## src/ps2s1_pkg.sv

```systemverilog
// Shared types, scancode constants and key-map tables for the PS/2 set-1 decoder.
// No dependencies; used by ps2s1_decode and ps2_set1_scancode_to_ascii.
package ps2s1_pkg;

	localparam int ScanW  = 8;
	localparam int CodeW  = 7;
	localparam int AsciiW = 7;
	localparam int LedW   = 3;
	localparam int DataW  = 16;

	localparam logic [ScanW-1:0] PREFIX_BYTE = 8'hE0;
	localparam logic [CodeW-1:0] KEY_LSHIFT  = 7'h2A;
	localparam logic [CodeW-1:0] KEY_RSHIFT  = 7'h36;
	localparam logic [CodeW-1:0] KEY_CTRL    = 7'h1D;
	localparam logic [CodeW-1:0] KEY_ALT     = 7'h38;
	localparam logic [CodeW-1:0] KEY_CAPS    = 7'h3A;
	localparam logic [CodeW-1:0] CAPS_LO     = 7'h10;
	localparam logic [CodeW-1:0] CAPS_HI     = 7'h32;
	localparam int               LED_CAPS_BIT = 2;

	typedef struct packed {
		logic shift;
		logic ctrl;
		logic alt;
		logic caps;
	} mod_state_t;

	typedef struct packed {
		logic              char_valid;
		logic [AsciiW-1:0] ascii_char;
		logic              led_update;
		logic [LedW-1:0]   led_bits;
		mod_state_t        mods;
	} dec_result_t;

	// US layout, unshifted.
	function automatic logic [AsciiW-1:0] map_plain(input logic [CodeW-1:0] idx);
		logic [AsciiW-1:0] c;
		unique case (idx)
			7'd2:  c = 7'h31;  7'd3:  c = 7'h32;  7'd4:  c = 7'h33;  7'd5:  c = 7'h34;
			7'd6:  c = 7'h35;  7'd7:  c = 7'h36;  7'd8:  c = 7'h37;  7'd9:  c = 7'h38;
			7'd10: c = 7'h39;  7'd11: c = 7'h30;  7'd12: c = 7'h2D;  7'd13: c = 7'h3D;
			7'd14: c = 7'h08;  7'd15: c = 7'h09;
			7'd16: c = 7'h71;  7'd17: c = 7'h77;  7'd18: c = 7'h65;  7'd19: c = 7'h72;
			7'd20: c = 7'h74;  7'd21: c = 7'h79;  7'd22: c = 7'h75;  7'd23: c = 7'h69;
			7'd24: c = 7'h6F;  7'd25: c = 7'h70;  7'd26: c = 7'h5B;  7'd27: c = 7'h5D;
			7'd28: c = 7'h0A;
			7'd30: c = 7'h61;  7'd31: c = 7'h73;  7'd32: c = 7'h64;  7'd33: c = 7'h66;
			7'd34: c = 7'h67;  7'd35: c = 7'h68;  7'd36: c = 7'h6A;  7'd37: c = 7'h6B;
			7'd38: c = 7'h6C;  7'd39: c = 7'h3B;  7'd40: c = 7'h27;  7'd41: c = 7'h60;
			7'd43: c = 7'h5C;
			7'd44: c = 7'h7A;  7'd45: c = 7'h78;  7'd46: c = 7'h63;  7'd47: c = 7'h76;
			7'd48: c = 7'h62;  7'd49: c = 7'h6E;  7'd50: c = 7'h6D;  7'd51: c = 7'h2C;
			7'd52: c = 7'h2E;  7'd53: c = 7'h2F;  7'd55: c = 7'h2A;  7'd57: c = 7'h20;
			default: c = '0;
		endcase
		return c;
	endfunction

	// US layout, shifted.
	function automatic logic [AsciiW-1:0] map_shift(input logic [CodeW-1:0] idx);
		logic [AsciiW-1:0] c;
		unique case (idx)
			7'd2:  c = 7'h21;  7'd3:  c = 7'h40;  7'd4:  c = 7'h23;  7'd5:  c = 7'h24;
			7'd6:  c = 7'h25;  7'd7:  c = 7'h5E;  7'd8:  c = 7'h26;  7'd9:  c = 7'h2A;
			7'd10: c = 7'h28;  7'd11: c = 7'h29;  7'd12: c = 7'h5F;  7'd13: c = 7'h2B;
			7'd14: c = 7'h08;  7'd15: c = 7'h09;
			7'd16: c = 7'h51;  7'd17: c = 7'h57;  7'd18: c = 7'h45;  7'd19: c = 7'h52;
			7'd20: c = 7'h54;  7'd21: c = 7'h59;  7'd22: c = 7'h55;  7'd23: c = 7'h49;
			7'd24: c = 7'h4F;  7'd25: c = 7'h50;  7'd26: c = 7'h7B;  7'd27: c = 7'h7D;
			7'd28: c = 7'h0A;
			7'd30: c = 7'h41;  7'd31: c = 7'h53;  7'd32: c = 7'h44;  7'd33: c = 7'h46;
			7'd34: c = 7'h47;  7'd35: c = 7'h48;  7'd36: c = 7'h4A;  7'd37: c = 7'h4B;
			7'd38: c = 7'h4C;  7'd39: c = 7'h3A;  7'd40: c = 7'h22;  7'd41: c = 7'h7E;
			7'd43: c = 7'h7C;
			7'd44: c = 7'h5A;  7'd45: c = 7'h58;  7'd46: c = 7'h43;  7'd47: c = 7'h56;
			7'd48: c = 7'h42;  7'd49: c = 7'h4E;  7'd50: c = 7'h4D;  7'd51: c = 7'h3C;
			7'd52: c = 7'h3E;  7'd53: c = 7'h3F;  7'd55: c = 7'h2A;  7'd57: c = 7'h20;
			default: c = '0;
		endcase
		return c;
	endfunction

endpackage

```

## src/ps2s1_decode.sv

```systemverilog
// Combinational decode of one set-1 scancode against the current modifier state.
// Depends on ps2s1_pkg for the key constants, the key-map tables and the result struct.
module ps2s1_decode (
	input  logic [ps2s1_pkg::ScanW-1:0] scan_byte,
	input  ps2s1_pkg::mod_state_t       mods_cur,
	output ps2s1_pkg::mod_state_t       mods_next,
	output ps2s1_pkg::dec_result_t      result
);
	import ps2s1_pkg::*;

	logic [CodeW-1:0]  code;
	logic              release_key;
	logic              is_shift_key;
	logic [AsciiW-1:0] plain_c;
	logic [AsciiW-1:0] shift_c;
	logic              use_shift;
	logic [AsciiW-1:0] ch;
	logic              led;

	assign code         = scan_byte[CodeW-1:0];
	assign release_key  = scan_byte[ScanW-1];
	assign is_shift_key = (code == KEY_LSHIFT) || (code == KEY_RSHIFT);
	assign plain_c      = map_plain(code);
	assign shift_c      = map_shift(code);

	// Caps lock flips the shift choice only for letter keys.
	always_comb begin
		use_shift = mods_cur.shift;
		if (mods_cur.caps && code >= CAPS_LO && code <= CAPS_HI
				&& plain_c >= 7'h61 && plain_c <= 7'h7A) begin
			use_shift = ~mods_cur.shift;
		end
	end

	always_comb begin
		mods_next = mods_cur;
		ch        = '0;
		led       = 1'b0;
		priority if (scan_byte == PREFIX_BYTE) begin
			mods_next = mods_cur;
		end else if (release_key) begin
			// Releases of other keys leave the modifiers as they are.
			if (is_shift_key) begin
				mods_next.shift = 1'b0;
			end else if (code == KEY_CTRL) begin
				mods_next.ctrl = 1'b0;
			end else if (code == KEY_ALT) begin
				mods_next.alt = 1'b0;
			end
		end else if (is_shift_key) begin
			mods_next.shift = 1'b1;
		end else if (code == KEY_CTRL) begin
			mods_next.ctrl = 1'b1;
		end else if (code == KEY_ALT) begin
			mods_next.alt = 1'b1;
		end else if (code == KEY_CAPS) begin
			mods_next.caps = ~mods_cur.caps;
			led            = 1'b1;
		end else begin
			ch = use_shift ? shift_c : plain_c;
		end
	end

	always_comb begin
		result                         = '0;
		result.char_valid              = (ch != '0);
		result.ascii_char              = ch;
		result.led_update              = led;
		result.led_bits[LED_CAPS_BIT]  = mods_next.caps;
		result.mods                    = mods_next;
	end

endmodule

```

## src/ps2_set1_scancode_to_ascii.sv

```systemverilog
// Top level of the PS/2 set-1 scancode to ASCII decoder: stream ports, stage registers.
// Depends on ps2s1_pkg and ps2s1_decode.

// One scancode byte per transfer in, one result per transfer out. A byte is held in the
// input stage until it advances, is decoded there against the modifier flags, and the
// result is registered in the output stage; a new byte is taken every cycle while the output
// side keeps up. The modifier flags advance when a byte leaves the input stage, so each
// byte sees the effect of every byte before it. Results carry the character (tuser set
// when one was produced), the caps lock LED image and the current modifier state.
module ps2_set1_scancode_to_ascii (
	input  logic                         clk,
	input  logic                         arst_n,
	input  logic                         s_tvalid,
	output logic                         s_tready,
	input  logic [ps2s1_pkg::ScanW-1:0]  s_tdata,  // [7:0] scan_byte
	output logic                         m_tvalid,
	input  logic                         m_tready,
	output logic [ps2s1_pkg::DataW-1:0]  m_tdata,  // [6:0] ascii_char, [7] led_update,
	                                               // [10:8] led_bits, [11] shift_held,
	                                               // [12] ctrl_held, [13] alt_held,
	                                               // [14] caps_on, [15] zero
	output logic                         m_tuser   // [0] char_valid
);
	import ps2s1_pkg::*;

	logic              valid_s1;
	logic [ScanW-1:0]  byte_s1;
	logic              valid_s2;
	dec_result_t       res_s2;
	mod_state_t        mods_q;
	mod_state_t        mods_next;
	dec_result_t       res_comb;
	logic              advance;

	assign advance  = valid_s1 && (!valid_s2 || m_tready);
	assign s_tready = !valid_s1 || advance;

	ps2s1_decode u_decode (
		.scan_byte (byte_s1),
		.mods_cur  (mods_q),
		.mods_next (mods_next),
		.result    (res_comb)
	);

	always_ff @(posedge clk or negedge arst_n) begin
		if (!arst_n) begin
			valid_s1 <= 1'b0;
			valid_s2 <= 1'b0;
			mods_q   <= '0;
		end else begin
			if (s_tready) begin
				valid_s1 <= s_tvalid;
			end
			if (advance) begin
				valid_s2 <= 1'b1;
				mods_q   <= mods_next;
			end else if (m_tready) begin
				valid_s2 <= 1'b0;
			end
		end
	end

	always_ff @(posedge clk) begin
		if (s_tready && s_tvalid) begin
			byte_s1 <= s_tdata;
		end
		if (advance) begin
			res_s2 <= res_comb;
		end
	end

	assign m_tvalid = valid_s2;
	assign m_tuser  = res_s2.char_valid;
	assign m_tdata  = {1'b0, res_s2.mods.caps, res_s2.mods.alt, res_s2.mods.ctrl,
		res_s2.mods.shift, res_s2.led_bits, res_s2.led_update, res_s2.ascii_char};

endmodule

```

## config.mk

```make
export PLATFORM = sky130hd
export DESIGN_NAME = ps2_set1_scancode_to_ascii
export DESIGN_NICKNAME = d
export VERILOG_FILES = /design/src/ps2s1_pkg.sv /design/src/ps2s1_decode.sv /design/src/ps2_set1_scancode_to_ascii.sv
export SDC_FILE = /design/constraint.sdc
export NUM_CORES = 1
export LEC_CHECK = 0
export BUFFER_PORTS_ARGS = -buffer_cell sky130_fd_sc_hd__buf_2
export CAP_MARGIN = 20
export CORE_ASPECT_RATIO = 0.9
export CORE_MARGIN = 2
export CORE_UTILIZATION = 54
export CTS_CLUSTER_SIZE = 20
export DETAILED_ROUTE_END_ITERATION = 12
export PLACE_DENSITY = 0.77
export SLEW_MARGIN = 20
export SYNTH_ARGS = -nofsm -noshare
export SYNTH_HDL_FRONTEND = slang
export SYNTH_SLANG_ARGS = --single-unit
export TNS_END_PERCENT = 5
```

## constraint.sdc

```tcl
create_clock -name clk -period 2.6 [get_ports clk]
set_input_delay 0.26 -clock clk [delete_from_list [all_inputs] [get_ports clk]]
set_output_delay 0.26 -clock clk [all_outputs]
set_load 0.02 [all_outputs]
```

Word-level counts from Yosys, hierarchy flattened
Memories as Yosys holds them, arrays and structs flattened. A register that Yosys moved wholly into a read port is not among the register bits.
Cells that the tools add are included.
Operators by class
  magnitude comparators: 4
  eq/ne operators: 6
  mux-type cells: 30
  bitwise logic cells: 2
  reduce and logical (&&, ||, !) cells: 14
Operators with widths (number)
  $mux 7: 9
  $eq 7x6->1 const B: 4
  $mux 1: 14
  $mux 6: 2
  $eq 8x8->1 const B: 1
  $eq 7x5->1 const B: 1
  $ge 7x5->1 const B: 1
  $ge 7x7->1 const B: 1
  $le 7x6->1 const B: 1
  $le 7x7->1 const B: 1
  $reduce_bool 7->1: 1
  $logic_and 1x1->1: 6
  $mux 3: 2
  $reduce_or 5->1: 1
  $mux 2: 2
  $mux 4: 1
  $logic_or 1x1->1: 3
  $logic_not 1->1: 2
  $not 1->1: 2
  $reduce_bool 2->1: 1
Word-level totals
  bits in registers: 27
  bits in read-only memories: 896
  input bits: 12
  output and inout port bits: 19
  logic and storage cells: 72
  memories: 2
Memory list
  (no name shown): depth 64, bits a word 7, rd ports 1, clocked after Yosys merged registers in 1, write ports 0, RTL line ps2s1_pkg.sv:63  | unique case (idx)
  (no name shown): depth 64, bits a word 7, rd ports 1, clocked after Yosys merged registers in 1, write ports 0, RTL line ps2s1_pkg.sv:39  | unique case (idx)

Depth between registers and ports, before layout
  depth after elaboration: 14
  depth in mapped cells: 12
  depth with buffers taken out: 10

Modules after synthesis
Synthesis repeated with hierarchy kept, for this count alone.
Second synthesis, totals
  cells, all modules: 299
  area, all modules: 2783.9 um^2
Modules (own cells, without submodules)
  ps2s1_decode: times used 1, cells each 256, area each 1785.5 um^2, sequential area each 0.0 um^2
  ps2_set1_scancode_to_ascii: times used 1, cells each 43, area each 998.5 um^2, sequential area each 870.8 um^2

Worst setup path before layout
Ideal clock, no wire load.
  kind: flip-flop to flip-flop
  start point: register valid_s2 (netlist: m_tvalid)
  end point: register with a tool-made name
  library setup time: 0.086 ns
  arrival time: 2.847 ns
  data required time: 2.514 ns
  path slack: -0.333 ns
  stages on the path, launching flop included: 12
  buffers on the path: 2
  period minus slack after synthesis: 2.933 ns
  cells stage by stage: dfrtp_1 -> and3b_4 -> buf_6 -> o211ai_4 -> ha_1 -> buf_2 -> or3b_2 -> a211oi_1 -> o21ai_0 -> o311ai_1 -> o21ai_1 -> a221oi_2
RTL lines
  start: declaration: RTL line ps2_set1_scancode_to_ascii.sv:28  | logic valid_s2;
  start signal: assignment: RTL line ps2_set1_scancode_to_ascii.sv:48  | valid_s2 <= 1'b0;
  start signal: assignment: RTL line ps2_set1_scancode_to_ascii.sv:55  | valid_s2 <= 1'b1;
  start signal: assignment: RTL line ps2_set1_scancode_to_ascii.sv:58  | valid_s2 <= 1'b0;

==> summary.txt <==
FINAL LAYOUT
-------------------------------------------------------------------------------------
Design area ............................................................     3490 um2
Core Util, Final .......................................................        65.3%
Area growth from synthesis to layout ...................................        14.4%
Number of antenna repair diodes ........................................            0
NumNets Final ..........................................................          398
Fraction of layout cells with a size suffix above 1 ....................        24.7%

TIMING
-------------------------------------------------------------------------------------
Number of max-slew violations in the final report ......................            0
Final setup violating endpoints ........................................            0
RSZ-0062 raised after global routing ...................................        false
Aggregate negative setup slack .........................................         0 ps
Maximum achievable frequency ...........................................      403 MHz
Worst setup margin .....................................................       118 ps
Worst clock skew on the final layout ...................................      12.7 ps
Final period utilization ...............................................        95.5%
Shortest period the worst path allows ..................................      2480 ps
Hold Vio Cnt, Final ....................................................            0
Worst Tran Pin Value ...................................................       630 ps
Relative slew slack ....................................................        57.9%

SYNTH
-------------------------------------------------------------------------------------
Number of synthesized flops with an enable pin .........................           21
Post-synthesis register bit count ......................................           41
Top flip-flop cell by instance count after synthesis ................... sky130_fd_sc_hd__edfxtp_1
Average footprint of a synthesized cell ................................     9.09 um2
Syn Std Cell Area ......................................................     3050 um2
Yosys warning total ....................................................            0
Cell count after synthesis .............................................          336
Sequential element share of the synthesized area .......................        34.7%
Async set or reset register ratio after synthesis ......................        14.6%
Number of different library cells in the post-synthesis netlist ........           74

DRT
-------------------------------------------------------------------------------------
ANT nets after route ...................................................            0
Routed via count .......................................................         2880
DRT Wirelength .........................................................      8.26 mm
DRC violation count after routing ......................................            0
Detail-routed via count per cell .......................................         6.50
Iteration count of the initial detailed-routing pass ...................            6
Post-detailed-route wirelength per cell ................................      18.6 um
DRC marker count from the first detailed-route iteration ...............          241

PLACED DESIGN
-------------------------------------------------------------------------------------
Final Wtd Congestion ...................................................        0.917
Number of buffers added on ports .......................................           27
Post-DP HPWL ...........................................................      6.06 mm
Dpl cell area ..........................................................     3370 um2
DP Worst Slack .........................................................      82.4 ps

CRITICAL PATH
-------------------------------------------------------------------------------------
FF-to-FF setup slack ...................................................       120 ps
Endpoint type of the worst setup path ..................................     register
Max incr delay on CP ...................................................       440 ps
Type of origin of the critical path ....................................     register
CP max-delay cell ...................................................... sky130_fd_sc_hd__dfrtp_2
Required time of the critical path .....................................      2820 ps
Most frequent CP cell .................................................. sky130_fd_sc_hd__o21ai_1
Worst-path maximum fanout ..............................................            8
Cell Chain, Critical Path .............................................. and3b_4 -> o211ai_4 -> ha_1 -> or3b_4 -> a211oi_2 -> o21ai_1 -> o311ai_2 -> o21ai_1 -> a221oi_2
R2R cell count .........................................................            9
Crit Path Class ........................................................   reg -> reg
WP data arrival ........................................................      2700 ps

JOB
-------------------------------------------------------------------------------------
Number of maximum-capacitance violations ...............................            0

GLOBAL ROUTING
-------------------------------------------------------------------------------------
Total congestion overflow ..............................................            0
Antenna violations before repair .......................................            0
Via count of the first global-routing pass .............................         2742
First-pass GRT wire length .............................................      13.4 mm
Maximum number of pins on one net before global-route repair ...........           27
Overall global routing resource usage ..................................        27.1%

POWER
-------------------------------------------------------------------------------------
Standby leakage power ..................................................      1.43 nW
P per Cell Area ........................................................   607 nW/um2
Max VDD drop ...........................................................     0.344 mV

FLOORPLANNING
-------------------------------------------------------------------------------------
Number of top-level pins ...............................................           31
Floorplan row count ....................................................           25
Initial cell density of the core .......................................        57.1%
Die boundary height ....................................................      75.3 um
Area of the die ........................................................     6270 um2
Area of the placeable core .............................................     5350 um2
Floorplan die width ....................................................      83.3 um

MIN PATH
-------------------------------------------------------------------------------------
Type of the worst min-delay path .......................................    in -> reg
Worst Hold Path Cells ..................................................            1

STATUS
-------------------------------------------------------------------------------------
Status ................................................................. complete, no violations

CLOCK TREE
-------------------------------------------------------------------------------------
Worst-skew pair later-pin latency ......................................       300 ps
Clock Sinks ............................................................           41
Clk root buf ........................................................... sky130_fd_sc_hd__clkbuf_8
Clock tree from TritonCTS ..............................................         done
Number of buffers created by CTS .......................................            5
H-tree depth ...........................................................            2
Clock-pin slew of the registers on the worst-case setup and hold paths .        90 ps
Buffer levels on the longest clock path ................................            2

-- what timing repair did --
action	CTS	global route
hold buffers	1	0
endpoints found under the setup margin	0	1
setup buffers	0	0
endpoints found under the hold margin	6	0
resized for setup	0	1
-- worst max-delay path: cells and delay by family (launching register included) --
kind / cells / cell delay [ps]
AOI/OAI and AO/OA: 6 / 910
adders and majority gates: 1 / 350
DFF: 1 / 440
and+or+nand+nor: 2 / 690
-- layer usage --
metal | vias up | GRT usage [%] | wire length (um)
met1 | 1362 | 35.0 | 3470
met3 | 17 | 4.44 | 719
met5 | - | 0 | 0
li1 | 1338 | - | -
met4 | 0 | 10.6 | 155
met2 | 163 | 47.0 | 3910
-- where the power goes --
part | total, mW | internal [mW] | switching [mW]
logic | 0.748 | 0.303 | 0.445
registers | 0.863 | 0.789 | 0.0741
clock network | 0.511 | 0.283 | 0.229
total | 2.12 | 1.37 | 0.747
-- cells by family (layout without fill, tap and decap cells) --
group	after synthesis	after routing	share of synthesized area, %
AOI/OAI and AO/OA	108	108	26.5
xor gates and xnor gates	3	3	1.48
adders and majority gates	11	11	4.51
buffers and inverters	37	75	6.51
DFF	41	41	34.7
muxes	16	16	5.49
other	1	3	0.123
and+or+nand+nor	119	119	20.6
-- cell usage after synthesis, types with 6 or more instances --
library cell,instances,area (um2)
sky130_fd_sc_hd__o221ai_1,6,52.6
sky130_fd_sc_hd__buf_2,9,45.0
sky130_fd_sc_hd__buf_4,7,52.6
sky130_fd_sc_hd__edfxtp_1,21,631
sky130_fd_sc_hd__o31ai_1,7,52.6
sky130_fd_sc_hd__ha_1,11,138
sky130_fd_sc_hd__a21oi_1,22,110
sky130_fd_sc_hd__nor3_1,8,40.0
sky130_fd_sc_hd__o21ai_1,8,40.0
sky130_fd_sc_hd__inv_1,7,26.3
sky130_fd_sc_hd__o21ai_0,13,65.1
sky130_fd_sc_hd__mux2i_1,13,130
sky130_fd_sc_hd__nand4b_1,6,52.6
sky130_fd_sc_hd__nand2b_1,11,68.8
sky130_fd_sc_hd__nand2_1,34,128
sky130_fd_sc_hd__dfrtp_1,6,150
sky130_fd_sc_hd__nor2_1,28,105
sky130_fd_sc_hd__o22ai_1,7,43.8
sky130_fd_sc_hd__clkbuf_1,6,22.5
sky130_fd_sc_hd__a211oi_1,6,45.0
sky130_fd_sc_hd__dfxtp_1,14,280
-- path summary, 6_finish.rpt --
| path | start | end |
|---|---|---|
| max reg2reg | valid_s1$_DFFE_PN0N_ | register |
| min | s_tdata[6] | byte_s1[6]$_DFFE_PP_ |
| min reg2reg | mods_q[1]$_DFFE_PN0P_ | mods_q[1]$_DFFE_PN0P_ |
| max | valid_s1$_DFFE_PN0N_ | register |
| max in group asynchronous | arst_n | m_tvalid$_DFFE_PN0P_ |
| min in group asynchronous | arst_n | valid_s1$_DFFE_PN0N_ |
-- cell usage in the layout (no fill, tap or decap), types with 6 or more instances in the layout --
cell type / synthesis / routed
sky130_fd_sc_hd__a21oi_1: 22 / 22
sky130_fd_sc_hd__buf_2: 9 / 27
sky130_fd_sc_hd__buf_4: 7 / 25
sky130_fd_sc_hd__dfxtp_1: 14 / 14
sky130_fd_sc_hd__edfxtp_1: 21 / 21
sky130_fd_sc_hd__ha_1: 11 / 11
sky130_fd_sc_hd__inv_1: 7 / 7
sky130_fd_sc_hd__mux2i_1: 13 / 13
sky130_fd_sc_hd__nand2_1: 34 / 34
sky130_fd_sc_hd__nand2b_1: 11 / 11
sky130_fd_sc_hd__nand4b_1: 6 / 6
sky130_fd_sc_hd__nor2_1: 28 / 28
sky130_fd_sc_hd__nor3_1: 8 / 8
sky130_fd_sc_hd__o21ai_0: 13 / 12
sky130_fd_sc_hd__o21ai_1: 8 / 9
sky130_fd_sc_hd__o221ai_1: 6 / 6
sky130_fd_sc_hd__o22ai_1: 7 / 7
sky130_fd_sc_hd__o31ai_1: 7 / 7
-- final cells by class --
class	instances	area, um2
clock buffers	5	68.8
clock inverters	3	41.3
fillers	465	1850
inverters	12	45.0
multi-input cells	260	1820
flip-flops and latches	41	1060
well taps	67	83.8
repair buffers	55	373
-- metrics by stage --
stage	power, mW	hold WS (ps)	cells
floorplan	1.38	-35.6	338
global placement	1.58	105	434
detailed placement	1.60	109	434
CTS	2.11	127	443
global route	2.22	126	443
finish	2.12	132	443
Note: power is estimated with default switching activity, not from simulation.
